==> config.mk <==
export PLATFORM = sky130hd
export DESIGN_NAME = bdcc_box_track
export DESIGN_NICKNAME = d
export VERILOG_FILES = /design/src/design/bdcc_pkg.sv /design/src/design/bdcc_box_track.sv
export SDC_FILE = /design/constraint.sdc
export NUM_CORES = 1
export LEC_CHECK = 0
export BUFFER_PORTS_ARGS = -buffer_cell sky130_fd_sc_hd__buf_2
export CORE_MARGIN = 10
export CORE_UTILIZATION = 51
export DETAILED_ROUTE_END_ITERATION = 12
export MAX_ROUTING_LAYER = met4
export PLACE_DENSITY_LB_ADDON = 0.2
export SYNTH_ARGS = -nofsm -noshare
export SYNTH_HDL_FRONTEND = slang
export SYNTH_SLANG_ARGS = --single-unit
==> constraint.sdc <==
create_clock -name aclk -period 2.9 [get_ports aclk]
set_input_delay 0.58 -clock aclk [delete_from_list [all_inputs] [get_ports aclk]]
set_output_delay 0.58 -clock aclk [all_outputs]
set_load 0.01 [all_outputs]
==> src/design/bdcc_pkg.sv <==
// Shared types, sizes and codes for the binary digit crop-and-centre core.
// Used by every module in this folder; depends on nothing else.
package bdcc_pkg;

    localparam int MAX_ROWS = 128;
    localparam int MAX_COLS = 128;
    localparam int OUT_ROWS = 70;
    localparam int OUT_COLS = 50;

    localparam int ROW_W  = $clog2(MAX_ROWS);
    localparam int COL_W  = $clog2(MAX_COLS);
    localparam int ADDR_W = ROW_W + COL_W;
    localparam int DEPTH  = MAX_ROWS * MAX_COLS;

    localparam int FUNC_W   = 2;
    localparam int COORD_W  = 7;
    localparam int DIM_W    = 8;
    localparam int CFG_W    = 8;
    localparam int CFG_IDX_W = 1;
    localparam int S_DATA_W = 24;
    localparam int M_DATA_W = 40;

    localparam logic [FUNC_W-1:0] FUNC_CLEAR = 2'd0;
    localparam logic [FUNC_W-1:0] FUNC_WRITE = 2'd1;
    localparam logic [FUNC_W-1:0] FUNC_READ  = 2'd2;

    localparam logic [CFG_IDX_W-1:0] CFG_IMAGE_ROWS = 1'd0;
    localparam logic [CFG_IDX_W-1:0] CFG_IMAGE_COLS = 1'd1;

    localparam logic [COORD_W-1:0] MIN_RESET = 7'd127;
    localparam logic [COORD_W-1:0] MAX_RESET = 7'd0;

    typedef struct packed {
        logic               any_ink;
        logic [COORD_W-1:0] min_row;
        logic [COORD_W-1:0] max_row;
        logic [COORD_W-1:0] min_col;
        logic [COORD_W-1:0] max_col;
    } box_t;

    typedef struct packed {
        logic               hit;
        logic [COORD_W-1:0] top;
        logic [COORD_W-1:0] left;
        logic [DIM_W-1:0]   rows;
        logic [DIM_W-1:0]   cols;
        logic               empty;
        logic               oversize;
    } res_t;

endpackage

==> src/design/bdcc_box_track.sv <==
// Configuration registers and bounding-box tracker of the crop-and-centre core.
// Depends on bdcc_pkg.
module bdcc_box_track
    import bdcc_pkg::*;
(
    input  logic                 aclk,
    input  logic                 aresetn,
    input  logic                 cfg_wr_en,
    input  logic [CFG_IDX_W-1:0] cfg_index,
    input  logic [CFG_W-1:0]     cfg_wdata,
    input  logic                 step_en,
    input  logic [FUNC_W-1:0]    func,
    input  logic [COORD_W-1:0]   row,
    input  logic [COORD_W-1:0]   col,
    input  logic                 pixel,
    output box_t                 box,
    output logic                 wr_ok
);

    localparam logic [CFG_W-1:0] ROW_LIM = CFG_W'(MAX_ROWS);
    localparam logic [CFG_W-1:0] COL_LIM = CFG_W'(MAX_COLS);

    logic [CFG_W-1:0] image_rows_reg;
    logic [CFG_W-1:0] image_cols_reg;
    logic [CFG_W-1:0] rows_lim;
    logic [CFG_W-1:0] cols_lim;
    box_t             box_reg;
    box_t             box_next;

    always_ff @(posedge aclk) begin
        if (!aresetn) begin
            image_rows_reg <= ROW_LIM;
            image_cols_reg <= COL_LIM;
        end else if (cfg_wr_en) begin
            unique case (cfg_index)
                CFG_IMAGE_ROWS: image_rows_reg <= cfg_wdata;
                CFG_IMAGE_COLS: image_cols_reg <= cfg_wdata;
                default: ;
            endcase
        end
    end

    assign rows_lim = (image_rows_reg > ROW_LIM) ? ROW_LIM : image_rows_reg;
    assign cols_lim = (image_cols_reg > COL_LIM) ? COL_LIM : image_cols_reg;

    assign wr_ok = (func == FUNC_WRITE) && ({1'b0, row} < rows_lim)
                   && ({1'b0, col} < cols_lim);

    always_comb begin
        box_next = box_reg;
        if (func == FUNC_CLEAR) begin
            box_next.any_ink = 1'b0;
            box_next.min_row = MIN_RESET;
            box_next.max_row = MAX_RESET;
            box_next.min_col = MIN_RESET;
            box_next.max_col = MAX_RESET;
        end else if (wr_ok && pixel) begin
            box_next.any_ink = 1'b1;
            if (row < box_reg.min_row) box_next.min_row = row;
            if (row > box_reg.max_row) box_next.max_row = row;
            if (col < box_reg.min_col) box_next.min_col = col;
            if (col > box_reg.max_col) box_next.max_col = col;
        end
    end

    always_ff @(posedge aclk) begin
        if (!aresetn) begin
            box_reg.any_ink <= 1'b0;
            box_reg.min_row <= MIN_RESET;
            box_reg.max_row <= MAX_RESET;
            box_reg.min_col <= MIN_RESET;
            box_reg.max_col <= MAX_RESET;
        end else if (step_en) begin
            box_reg <= box_next;
        end
    end

    assign box = box_reg;

endmodule

=== After elaboration in Yosys (flattened, before gate mapping) ===
Index checks and enable logic that the tools add are counted.

* Flip-flop bits (word level): 45
* Input port bits: 30
* Output and inout port bits: 30
* Logic and storage cells: 41

* Order comparisons: 8
* Eq/ne operators: 1
* Multiplexer cells: 8
* Bitwise operators: 1
* Reductions and logical operators: 16

{| class="wikitable"
|+ Operators with widths
! kind !! number
|-
| $mux 29 || 2
|-
| $mux 7 || 4
|-
| $gt 8x8->1 const B || 2
|-
| $lt 7x8->1 || 2
|-
| $mux 8 || 2
|-
| $gt 7x7->1 || 2
|-
| $lt 7x7->1 || 2
|-
| $reduce_and 3->1 || 4
|-
| $reduce_bool 2->1 || 5
|-
| $reduce_and 2->1 || 3
|-
| $logic_and 1x1->1 || 3
|-
| $eq 2x1->1 const B || 1
|-
| $logic_not 2->1 || 1
|-
| $not 1->1 || 1
|}

=== Longest topological paths before layout ===
* Depth in word-level cells: 8
* Mapped depth: 10
* Gate-level depth less buffers: 8

=== Least setup slack after synthesis ===
No wires, ideal clock.

* Kind: input to register
* Start point: input port row[5]
* End point: register box_reg, in the netlist box[15]
* Setup time: 60 ps
* Data arrival time: 2,294 ps
* Data required time: 2,840 ps
* Setup slack: 547 ps
* Cell stages on the path: 8
* Buffers on the path: 1
* Cell sequence: ha_1 -> a211oi_1 -> nor3_1 -> a211o_1 -> nor4_4 -> and2_1 -> buf_4 -> a22o_1

* Word-level cells in the longest chain between the ends: 6
* Elaborated cells on any way between the ends: 8
* Those cells by class: order compare (2); reduce/logical (6)

{| class="wikitable"
|+ Ends and longest elaborated chain
! item !! line !! RTL
|-
| start, declared || bdcc_box_track.sv:13 || <nowiki>input logic [COORD_W-1:0] row,</nowiki>
|-
| $lt 7x8->1 || bdcc_box_track.sv:46 || <nowiki>assign wr_ok = (func == FUNC_WRITE) && ({1'b0, row} < rows_lim)</nowiki>
|-
| $logic_and 1x1->1 || bdcc_box_track.sv:46 ||
|-
| $logic_and 1x1->1 || bdcc_box_track.sv:47 || <nowiki>&& ({1'b0, col} < cols_lim);</nowiki>
|-
| $logic_and 1x1->1 || bdcc_box_track.sv:57 || <nowiki>end else if (wr_ok && pixel) begin</nowiki>
|-
| $reduce_bool 2->1 (no line) || -- ||
|-
| $reduce_and 3->1 (no line) (*) || -- ||
|-
| end signal, assigned || bdcc_box_track.sv:74 || <nowiki>box_reg <= box_next;</nowiki>
|-
| end, declared || bdcc_box_track.sv:27 || <nowiki>box_t box_reg;</nowiki>
|}

Every way passes the cells marked *; elsewhere a longest branch is shown, timed or not.
A chain may end at the register's enable or synchronous reset.

=== Worst setup path after layout ===
* Start point: register image_cols_reg[7]
* End point: output port wr_ok

* Word-level cells in the longest chain between the ends: 4

{| class="wikitable"
|+ Ends and longest elaborated chain
! item !! line !! RTL
|-
| start, declared || bdcc_box_track.sv:24 || <nowiki>logic [CFG_W-1:0] image_cols_reg;</nowiki>
|-
| start signal, assigned || bdcc_box_track.sv:37 || <nowiki>CFG_IMAGE_COLS: image_cols_reg <= cfg_wdata;</nowiki>
|-
| $gt 8x8->1 || bdcc_box_track.sv:44 || <nowiki>assign cols_lim = (image_cols_reg > COL_LIM) ? COL_LIM : image_cols_reg;</nowiki>
|-
| $mux 8 (*) || bdcc_box_track.sv:44 ||
|-
| $lt 7x8->1 (*) || bdcc_box_track.sv:47 ||
|-
| $logic_and 1x1->1 (*) || bdcc_box_track.sv:47 ||
|-
| end, declared || bdcc_box_track.sv:17 || <nowiki>output logic wr_ok</nowiki>
|}

Marked as above.

==> flow_summary.yaml <==
clocking:
  numClockSinks: 45
  cts-root-buf: "clkbuf_8"
  cts_resized: 0
  clock_latency_ps: 300
  cts_htree_levels: 2
  cts_tree: "built"
  cts_made_buffers: 5
  max-clock-path-buffers: 2
  clk_pin_slew_ps: 80
  post_cts_buffers: 0
  cts_hold_buf: 0
finish:
  area_growth_pct: 16.7
  final_nets: 431
  fillers: 482
  seqCellArea_um2: 903
  final_common_cell: "buf_2"
  antenna_cells: 0
  multiInputGateArea_mm2: 0.00163
  layout_common_cells: "buf_2, dfxtp_1, nand2_1, ha_1, inv_1"
  drive_gt1_share_pct: 21.7
  largest_reg_flops: 29
  design_area_mm2: 0.00314
  stdcell_count: 434
timing:
  tns_ps: 0
  hold_viol_final: 0
  rsz0062_at_grt: "no"
  finalMaxSlewViolations: 0
  setup_viol: 0
  slew-limit-headroom_pct: 67.1
  fmax_mhz: 373
  layout_min_cycle_time_ps: 2680
  fin_crit_sh_pct: 92.4
  tightest_slew_ps: 493
  final.setup_skew_ps: 11.1
floorplan:
  coreArea_mm2: 0.00511
  die_h_um: 92.6
  dieArea_mm2: 0.00858
  initial_core_util_pct: 52.6
  ios: 60
  die_x_um: 92.6
  rows: 26
global_route:
  grt_pass1_vias: 2324
  overflow: 0
  grt_pass1_wl_um: 10400
  antenna_found_initial: 0
  grt_max_degree: 25
  globalRouteTotalUtil_pct: 14.8
logic_synthesis:
  syn_inst: 307
  synth-seq-cells: 45
  syn_area_mm2: 0.00269
  async_flop_share_pct: 0
  synth_edf_count: 0
  syn_area_per_cell_um2: 8.76
  synth_nets: 375
  synthFlopType: "dfxtp_1"
  ys_types: 42
  yosys_warnings: 0
  yosysSeqAreaShare_pct: 33.5
routing:
  first_pass_iters: 5
  drtIter0Drc: 71
  drc_errors: 0
  routed_wl_um: 6190
  via_count: 2320
  via_per_inst: 5.35
  wl_per_cell_um: 14.3
  antenna_left: 0
setup_path:
  worst_setup_path_start_kind: "flip-flop"
  crit_buf_inv: 1
  r2r-end: "box[15]"
  max_stage_delay_ps: 400
  crit_type: "reg2out"
  rr_worst_depth: 8
  arrival_ps: 2100
  end_kind: "output port"
  required_ps: 2320
  r2r_setup_slack_ps: 360
  path_cells: "nand2b_1, ha_1, nor4b_1, o21ai_0, a211o_1, nor2_1, buf_2"
  crit_family: "simple AND/OR/NAND/NOR gates"
  crit_slowest_cell: "a211o_1"
  cp_max_fo: 11
  reg2reg_from: "image_cols_reg[7]"
power:
  power_density_mw_per_mm2: 424
  fin_total_pwr_w: 0.00133
  peakVddDrop_v: 0.000259
  p_leak_nw: 1.45
min_path:
  hp-start: "image_rows_reg[5]"
  hold_depth: 2
  holdPathEnd: "image_rows_reg[5]"
  hold_path_class: "reg2reg"
placement:
  dp_hpwl_um: 5020
  dp_cells: 426
  dpl-instance-area_mm2: 0.00302
  gp_congestion: 0.847
  io_buffers: 59
outcome:
  status: "completed"
flow_run:
  drv_cap: 0
-- cell type report --
class                   count  area share [%]
inverters                  29            3.47
well taps                  70            2.79
clock buffers               7            2.75
clock inverters             1           0.957
flip-flops and latches     45            28.8
multi-input cells         223            51.8
repair buffers             59            9.41
-- worst max path at each step --
stage | start | endpoint | depth (start not counted)
after floorplan | row[5] | box[15] | 8
after global placement | row[5] | box[4] | 8
after detailed placement | col[1] | box[15] | 8
after CTS | image_rows_reg[7] | wr_ok | 7
after global routing | image_rows_reg[7] | wr_ok | 7
final | image_cols_reg[7] | wr_ok | 7
-- cells by family (layout without fill, tap and decap cells) --
logic type | after synthesis | after routing | synth area share, %
AND/OR/NAND/NOR | 100 | 100 | 18.9
AO/OA/AOI/OAI | 85 | 85 | 23.9
flip-flops | 45 | 45 | 33.5
buffers and inverters | 39 | 96 | 6.00
adder cells (fa/ha/maj) | 38 | 38 | 17.7
-- layer usage --
layer	routed length (um)	vias to the layer above	global-route usage, %
li1	-	1200	-
met1	2960	1080	16.9
met2	2900	36	25.1
met3	273	4	3.31
met4	57	0	5.27
met5	0	-	-
-- per-stage QoR --
step           setup WS, ps  utilization (%)  hold slack [ps]
2_1_floorplan           547                -              430
3_3_place_gp            183             59.1              441
3_5_place_dp            158             59.1              445
4_1_cts                 164             61.4              457
5_1_grt                43.4             61.4              477
6_report                220             61.4              454
-- power breakdown --
group | switching, W | internal, W | total (W) | leakage, nW
registers | 0.0000130 | 0.000635 | 0.000648 | 0.365
clock network | 0.000210 | 0.000281 | 0.000491 | 0.0585
logic | 0.000111 | 0.0000815 | 0.000193 | 1.02
total | 0.000334 | 0.000997 | 0.00133 | 1.45
-- tightest hold or removal path, cell delays in order, from the launching register on --
cell and delay (ps):
dfxtp_1 310, nand2_1 50, a21boi_1 50
-- Yosys cell counts, drive strengths merged, types with 2 or more instances --
master | number | area share, %
inv | 29 | 4.0
o21a | 2 | 0.56
ha | 38 | 18
a21o | 2 | 0.56
nor3 | 5 | 0.93
a21oi | 15 | 2.9
nor2 | 9 | 1.3
o31ai | 3 | 1.0
a21bo | 2 | 0.74
o2bb2ai | 2 | 0.65
o21ai | 8 | 1.5
dfxtp | 45 | 34
nand3 | 14 | 2.6
a21boi | 14 | 3.9
a31o | 4 | 1.3
nand2 | 43 | 6.2
and2 | 2 | 0.47
a22o | 12 | 3.9
nand2b | 15 | 3.5
nor2b | 4 | 0.93
buf | 3 | 0.98
clkbuf | 7 | 0.98
o21bai | 2 | 0.56
o22a | 14 | 4.6
nand4 | 2 | 0.47
Note: power is estimated with default switching activity, not from simulation.
