--- src/design/bdcc_pkg.sv ---
// Shared types, sizes and codes for the binary digit crop-and-centre core.
// Used by every module in this folder; depends on nothing else.
package bdcc_pkg;

    localparam int MAX_ROWS = 128;
    localparam int MAX_COLS = 128;
    localparam int OUT_ROWS = 70;
    localparam int OUT_COLS = 50;

    localparam int ROW_W  = $clog2(MAX_ROWS);
    localparam int COL_W  = $clog2(MAX_COLS);
    localparam int ADDR_W = ROW_W + COL_W;
    localparam int DEPTH  = MAX_ROWS * MAX_COLS;

    localparam int FUNC_W   = 2;
    localparam int COORD_W  = 7;
    localparam int DIM_W    = 8;
    localparam int CFG_W    = 8;
    localparam int CFG_IDX_W = 1;
    localparam int S_DATA_W = 24;
    localparam int M_DATA_W = 40;

    localparam logic [FUNC_W-1:0] FUNC_CLEAR = 2'd0;
    localparam logic [FUNC_W-1:0] FUNC_WRITE = 2'd1;
    localparam logic [FUNC_W-1:0] FUNC_READ  = 2'd2;

    localparam logic [CFG_IDX_W-1:0] CFG_IMAGE_ROWS = 1'd0;
    localparam logic [CFG_IDX_W-1:0] CFG_IMAGE_COLS = 1'd1;

    localparam logic [COORD_W-1:0] MIN_RESET = 7'd127;
    localparam logic [COORD_W-1:0] MAX_RESET = 7'd0;

    typedef struct packed {
        logic               any_ink;
        logic [COORD_W-1:0] min_row;
        logic [COORD_W-1:0] max_row;
        logic [COORD_W-1:0] min_col;
        logic [COORD_W-1:0] max_col;
    } box_t;

    typedef struct packed {
        logic               hit;
        logic [COORD_W-1:0] top;
        logic [COORD_W-1:0] left;
        logic [DIM_W-1:0]   rows;
        logic [DIM_W-1:0]   cols;
        logic               empty;
        logic               oversize;
    } res_t;

endpackage

--- src/design/bdcc_centre_map.sv ---
// Maps an output frame coordinate onto the centred bounding box and gives the
// frame store address and the box fields of a result. Depends on bdcc_pkg.
module bdcc_centre_map
    import bdcc_pkg::*;
(
    input  box_t               box,
    input  logic [COORD_W-1:0] row,
    input  logic [COORD_W-1:0] col,
    output res_t               res,
    output logic [ADDR_W-1:0]  rd_addr
);

    localparam logic [DIM_W-1:0] OUT_R = DIM_W'(OUT_ROWS);
    localparam logic [DIM_W-1:0] OUT_C = DIM_W'(OUT_COLS);
    localparam logic [DIM_W-1:0] SRC_R = DIM_W'(MAX_ROWS);
    localparam logic [DIM_W-1:0] SRC_C = DIM_W'(MAX_COLS);

    logic [DIM_W-1:0] rows;
    logic [DIM_W-1:0] cols;
    logic [DIM_W-1:0] shown_r;
    logic [DIM_W-1:0] shown_c;
    logic [DIM_W-1:0] before_r;
    logic [DIM_W-1:0] before_c;
    logic [DIM_W-1:0] pos_r;
    logic [DIM_W-1:0] pos_c;
    logic [DIM_W-1:0] src_r;
    logic [DIM_W-1:0] src_c;
    logic             in_r;
    logic             in_c;

    always_comb begin
        rows = '0;
        cols = '0;
        if (box.any_ink) begin
            rows = DIM_W'(box.max_row - box.min_row) + 8'd1;
            cols = DIM_W'(box.max_col - box.min_col) + 8'd1;
        end
        shown_r  = (rows > OUT_R) ? OUT_R : rows;
        shown_c  = (cols > OUT_C) ? OUT_C : cols;
        before_r = (OUT_R - shown_r) >> 1;
        before_c = (OUT_C - shown_c) >> 1;
        pos_r    = {1'b0, row};
        pos_c    = {1'b0, col};
        in_r     = (pos_r < OUT_R) && (pos_r >= before_r) && (pos_r < before_r + shown_r);
        in_c     = (pos_c < OUT_C) && (pos_c >= before_c) && (pos_c < before_c + shown_c);
        src_r    = {1'b0, box.min_row} + (pos_r - before_r);
        src_c    = {1'b0, box.min_col} + (pos_c - before_c);

        res.hit      = box.any_ink && in_r && in_c && (src_r < SRC_R) && (src_c < SRC_C);
        res.top      = box.any_ink ? box.min_row : '0;
        res.left     = box.any_ink ? box.min_col : '0;
        res.rows     = rows;
        res.cols     = cols;
        res.empty    = !box.any_ink;
        res.oversize = box.any_ink && ((rows > OUT_R) || (cols > OUT_C));
        rd_addr      = {src_r[ROW_W-1:0], src_c[COL_W-1:0]};
    end

endmodule

--- config.mk ---
export PLATFORM = sky130hd
export DESIGN_NAME = bdcc_centre_map
export DESIGN_NICKNAME = d
export VERILOG_FILES = /design/src/design/bdcc_pkg.sv /design/src/design/bdcc_centre_map.sv
export SDC_FILE = /design/constraint.sdc
export NUM_CORES = 1
export LEC_CHECK = 0
export ABC_AREA = 1
export CAP_MARGIN = 20
export CORE_ASPECT_RATIO = 0.7
export CORE_UTILIZATION = 60
export DETAILED_ROUTE_END_ITERATION = 7
export DONT_BUFFER_PORTS = 1
export PLACE_DENSITY = 0.76
export RECOVER_POWER = 100
export SYNTH_ARGS = -nofsm -noshare
export SYNTH_HDL_FRONTEND = slang
export SYNTH_SLANG_ARGS = --single-unit
--- constraint.sdc ---
create_clock -name vclk -period 9.12
set_input_delay 1.824 -clock vclk [all_inputs]
set_output_delay 1.824 -clock vclk [all_outputs]
set_load 0.005 [all_outputs]
# After elaboration in Yosys (flattened, before gate mapping)
# Index checks and enable logic that the tools add are counted.
[op_classes] addsub=12 n_mul=0 div=0 order_cmp=10 n_eq_ne=0 n_shift=0 mux=6 bitwise_logic=0 n_reduce_logical=11
[op_table] cell="$add A7 B8 Y8" n=4
[op_table] cell="$mux W8" n=4
[op_table] cell="$sub A7 B7 Y8" n=4
[op_table] cell="$add A8 B1 Y8 const B" n=2
[op_table] cell="$lt A7 B8 Y1" n=2
[op_table] cell="$lt A8 B8 Y1 const B" n=2
[op_table] cell="$ge A7 B7 Y1" n=2
[op_table] cell="$mux W7" n=2
[op_table] cell="$logic_and A1 B1 Y1" n=9
[op_table] cell="$gt A8 B6 Y1 const B" n=1
[op_table] cell="$gt A8 B7 Y1 const B" n=1
[op_table] cell="$sub A6 B8 Y8 const A" n=1
[op_table] cell="$sub A7 B8 Y8 const A" n=1
[op_table] cell="$lt A7 B6 Y1 const B" n=1
[op_table] cell="$lt A7 B7 Y1 const B" n=1
[op_table] cell="$logic_not A1 Y1" n=1
[op_table] cell="$logic_or A1 B1 Y1" n=1
[word_totals] regBits=0 latch_bits=0 ramBits=0 mem_bits_ro=0 in_bits=43 output_inout_bits=47 word_cells=39 mem_count=0

# Logic depth before layout (Yosys ltp)
# Gate-level depths: netlist of run 1.
[logic_depth] word_depth=13 ltp_mapped=36 depth_no_buf=36

# Worst setup path after synthesis of run 1
# Ideal clock, no wire load.
[synth_timing] path_type="input -> output" from="in box[15] in the netlist's numbering" to="out res[32] in the netlist's numbering" t_arrival_ns=6.239 required_time_ns=7.296 slack_ns=1.057 path_stages=34 path_buffers=0 cell_sequence="inv_1 ha_1 inv_1 ha_1 fa_1 nand3_1 nand2_1 or2_1 nand3_1 nand3_2 nand2_4 nand2_4 inv_4 nand2_1 ha_1 o21ai_0 nand2_1 xor2_1 inv_1 fa_1 ha_1 a21oi_1 nand2_1 a21oi_1 inv_1 a21oi_1 nor2_1 nor2_1 inv_1 a21oi_1 nor2_1 nor3_1 nand2_1 nor2_2"
[synth_rtl] element="start: declaration" line="bdcc_centre_map.sv:6" source="input box_t box,"
[synth_rtl] element="end: declaration" line="bdcc_centre_map.sv:9" source="output res_t res,"

==> results_dict.tcl, run 1 <==
set metrics [dict create \
    hold_violations 0 \
    synth_top_area_share 0.290 \
    grt_max_degree 32 \
    synth_area_leaders "ha_1 29%, inv_1 13%, nand2_1 12%" \
    ys_seq_area_frac 0 \
    avgSynthCellArea_sq_um 6.64 \
    vias 3212 \
    crit_required_ps 7300 \
    post_cts_resize_count 0 \
    place_inst 595 \
    io_buffers 0 \
    drt_wl_total_mm 8.09 \
    nNetsFinal 665 \
    setup_viol 0 \
    fp.dieW_um 93.2 \
    netlist_instances 526 \
    finalSetupTns_ps 0 \
    critPathLaunchType "input pin" \
    fin_cells 595 \
    whs_ps 3700 \
    die_area_sq_mm 0.00613 \
    grtUsageMet1 0.448 \
    regArea_sq_um 0 \
    grt_pass1_wl_mm 13.3 \
    drt-initial-drc-count 269 \
    maxCapViolations 0 \
    critPathMaxStageDelay_ps 440 \
    busiest_layer "met1" \
    fillCellCount 497 \
    critical_path_class "input pin to primary output" \
    period_needed_ps 8650 \
    antennaDiodeCount 0 \
    critical_path.slowest_cell "fa_1" \
    status "complete, no violations" \
    track_usage 0.272 \
    use_met3 0.0138 \
    rows 22 \
    post-place-ws_ps 517 \
    pwr_density_cell_mw_per_mm2 191 \
    endpoint_kind "primary output" \
    max_freq_mhz 116 \
    vias_per_cell 5.40 \
    multiInputGateArea_sq_mm 0.00292 \
    die_y_um 65.8 \
    leakage_nw 2.19 \
    syn2layout_area_growth_pct 0.358 \
    setup_slack_ps 470 \
    yosysTopAreaCell "ha_1" \
    arrival_ps 6830 \
    antenna_found_initial 0 \
    hp-class "input pin to primary output" \
    first_global_vias 2782 \
    postCtsSetupRepairBufs 0 \
    synth_nets 666 \
    clock_buffers 0 \
    yosys_warnings 0 \
    rsz0062_at_grt "false" \
    path_max_fanout 5 \
    final_layout_size_suffix_gt1_frac 0.0746 \
    grt.overflow.total 0 \
    wl_per_cell_um 13.6 \
    final.period_utilization 0.948 \
    hpwl_mm 7.33 \
    yosysUniqueCellTypes 43 \
    drc_errors 0 \
    core_sq_mm 0.00542 \
    ios 90 \
    seq_cells 0 \
    timing.final.max_slew_violations 0 \
    netlist_area_sq_mm 0.00349 \
    globalRouteMet2Util 0.398 \
    gp_congestion 0.878 \
    ir_drop_v 0.0000906 \
    final_antenna_net_count 0 \
    cts_hold_buffers 0 \
    start_util 0.644 \
    path_common_cell "nand2_1" \
    drt_first_pass_iters 5 \
]
placed cells by master, fill, tap and decap left out, drive strengths merged:
cell type / count
a2111oi: 1
a21boi: 3
a21o: 1
a21oi: 34
a31oi: 2
and2: 1
conb: 1
fa: 16
ha: 81
inv: 130
nand2: 126
nand3: 36
nand3b: 2
nand4: 12
nor2: 31
nor3: 1
o2111a: 1
o2111ai: 1
o21a: 2
o21ai: 8
o21bai: 4
o22ai: 1
o311ai: 1
or2: 4
xnor2: 9
xor2: 14
synthesized netlist by cell type, types with 3 or more instances:
| cell type | instances |
|---|---|
| nand2_1 | 111 |
| nand3_1 | 25 |
| o21bai_1 | 4 |
| nand2_2 | 13 |
| nor2_1 | 26 |
| xnor2_1 | 9 |
| ha_1 | 81 |
| fa_1 | 16 |
| nand4_1 | 9 |
| a21oi_2 | 4 |
| nand3_2 | 8 |
| nand3_4 | 3 |
| a21oi_1 | 30 |
| a21boi_0 | 3 |
| xor2_1 | 14 |
| inv_2 | 5 |
| o21ai_0 | 6 |
| inv_1 | 124 |
| nor2_4 | 3 |
where the power goes:
group          total, mW  switching (mW)  internal (mW)
registers              0               0              0
logic              0.671           0.410          0.261
clock network          0               0              0
total              0.671           0.410          0.261
worst max-delay path: cells and delay by family:
family | cells | cell delay, ps
xor+xnor | 1 | 240
simple gates | 15 | 1750
compound gates | 6 | 830
buf+inv | 6 | 320
fa+ha+maj | 6 | 1880
final timing paths:
check	from	to	slack (ps)	depth (start not counted)
max	box[15]	res[32]	470	34
min	box[28]	res[1]	3700	1
per-stage QoR:
| step | util | cell area, sq um | power, mW |
|---|---|---|---|
| after global placement | 0.657 | 3560 | 0.653 |
| final | 0.646 | 3500 | 0.671 |
| after detailed placement | 0.657 | 3560 | 0.672 |
| after floorplan | - | 3490 | 0.543 |
| after CTS | 0.657 | 3560 | 0.676 |
| after global routing | 0.646 | 3500 | 0.769 |
kinds of logic (layout without fill, tap and decap cells):
logic type | after synthesis | after routing | share of synthesized area
AND/OR/NAND/NOR | 213 | 213 | 0.309
buffers and inverters | 133 | 130 | 0.146
adder cells (fa/ha/maj) | 97 | 97 | 0.382
AO/OA/AOI/OAI | 59 | 59 | 0.104
XOR/XNOR | 23 | 23 | 0.0577
other | 1 | 1 | 0.00107
area by class of cell:
| cell class | count | area share |
|---|---|---|
| inverters | 130 | 0.140 |
| multi-input cells | 393 | 0.834 |
| well taps | 72 | 0.0257 |
layer usage:
layer | wire (um) | vias up
met5 | 0 | -
met4 | 19 | 0
met3 | 524 | 2
met2 | 3170 | 105
met1 | 4380 | 1450
li1 | - | 1655
Power figures use the tool's default switching activity.
==> inputs of run 2 (changes only) <==
Settings changed: PLACE_DENSITY 0.76 to 0.79.
Clock period 9.12 ns to 7.3 ns, I/O delays scaled along.
==> run 2 against run 1 <==
The run now ends with DRC, setup timing left. Design area up 32%. Routed wire length up 75%. Combinational power up 100%. Via count up 33%. Non-clock buffer count up 74. Cell count up 12%. Total power up 99%. Hold slack worse by 720 ps. Core utilization up 21 points. Sequential share of layout area unchanged. Setup slack worse by 1000 ps. Count of clock-buffer cells in the layout unchanged. Highest routed layer unchanged.
==> results_dict.tcl, run 2 (synthesized netlist as in run 1, its figures left out) <==
set metrics [dict create \
    regArea_sq_um 0 \
    grt_pass1_wl_mm 16.1 \
    first_global_vias 3480 \
    finalSetupTns_ps -819 \
    mostFrequentLayoutCells "114 x inv_1, 105 x nand2_1, 74 x buf_4" \
    nNetsFinal 739 \
    final_common_cell "inv_1" \
    setup_slack_ps -549 \
    power_mw 1.34 \
    drt_first_pass_iters 8 \
    ir_drop_v 0.000168 \
    max_freq_mhz 127 \
    endpoint_kind "primary output" \
    vias 4275 \
    drt-initial-drc-count 507 \
    drt_wl_total_mm 14.2 \
    rows 22 \
    antenna_found_initial 0 \
    grt_max_degree 32 \
    core_sq_mm 0.00542 \
    final.period_utilization 1.08 \
    wl_per_cell_um 21.2 \
    critPathMaxStageDelay_ps 380 \
    hp-class "input pin to primary output" \
    critical_path.slowest_cell "fa_2" \
    setup_viol 3 \
    arrival_ps 6390 \
    fillCellCount 269 \
    track_usage 0.332 \
    die_area_sq_mm 0.00613 \
    rsz0062_at_grt "true" \
    worstMarginPinSlew_ps 558 \
    fp.dieW_um 93.2 \
    crit_start "box[1]" \
    final_antenna_net_count 0 \
    vias_per_cell 6.39 \
    post-place-ws_ps -333 \
    leakage_nw 2.58 \
    drc_errors 1 \
    relSlewSlack 0.624 \
    crit_required_ps 5840 \
    maxCapViolations 0 \
    timing.final.max_slew_violations 0 \
    multiInputGateArea_sq_mm 0.00347 \
    path_max_fanout 4 \
    antennaDiodeCount 0 \
    pwr_density_cell_mw_per_mm2 289 \
    clock_buffers 0 \
    syn2layout_area_growth_pct 32.5 \
    endpoint "res[32]" \
    gp_congestion 0.889 \
    final_layout_size_suffix_gt1_frac 0.322 \
    seq_cells 0 \
    hold_violations 0 \
    status "finished, violations left" \
    violations "DRC, setup timing" \
    die_y_um 65.8 \
    hpwl_mm 7.98 \
    io_buffers 0 \
    critPathLaunchType "input pin" \
    ios 90 \
    grt.overflow.total 0 \
    start_util 0.644 \
    critical_path_class "input pin to primary output" \
    period_needed_ps 7850 \
]
[run 2: cell count changes in the layout (fill, tap and decap cells not counted), moves of 6 or more]
cell	delta
ha_4	+19
nand3_1	-10
nand2_1	-6
buf_4	+74
inv_2	+8
inv_1	-11
ha_1	-20
a21oi_2	+9
nand3_2	+8
nor2_1	-8
a21oi_1	-12
[run 2: how the worst min path moves through the flow]
stage                        from      to  slack [ps]  depth (start not counted)
after floorplan           box[28]  res[1]        2950                          1
after global placement    box[28]  res[1]        2970                          1
after detailed placement  box[28]  res[1]        2970                          1
after CTS                 box[28]  res[1]        2970                          1
after global routing      box[28]  res[1]        2980                          1
final                     box[28]  res[1]        2980                          1
[run 2: stage by stage]
stage,hold WS [ps],cells,cell area [sq um],util
after global routing,2980,669,4630,0.853
after detailed placement,2970,645,3940,0.727
after CTS,2970,659,4170,0.769
after floorplan,2950,526,3500,-
after global placement,2970,645,3940,0.727
final,2980,669,4630,0.853
[run 2: cell type report]
cell class,count,share of cell area
multi-input combinational,393,0.750
timing repair buffer,74,0.120
tap,72,0.0195
inverter,130,0.110
[run 2: repair_timing]
action,4_1_cts,5_1_grt
setup endpoints to repair,2,6
resized for setup,28,72
pin swaps,30,48
hold buffers,0,0
buffers inserted,14,12
[run 2: per-layer routing]
metal	wire [um]	global-route usage
met3	1910	0.0713
met1	5070	0.436
met5	0	0
met2	5980	0.563
met4	1200	0.0692
[run 2: worst max-delay path: cells and delay by family]
kind | cells | cell delay (ps)
AOI/OAI and AO/OA | 7 | 1500
buffers and inverters | 6 | 590
and+or+nand+nor | 10 | 1330
adders and majority gates | 5 | 1240
xor gates and xnor gates | 1 | 240
[run 2: power by group]
group	total, mW	internal, mW	switching, mW	leakage [nW]
Combinational	1.34	0.591	0.745	2.58
Sequential	0	0	0	0
Clock	0	0	0	0
Total	1.34	0.591	0.745	2.58
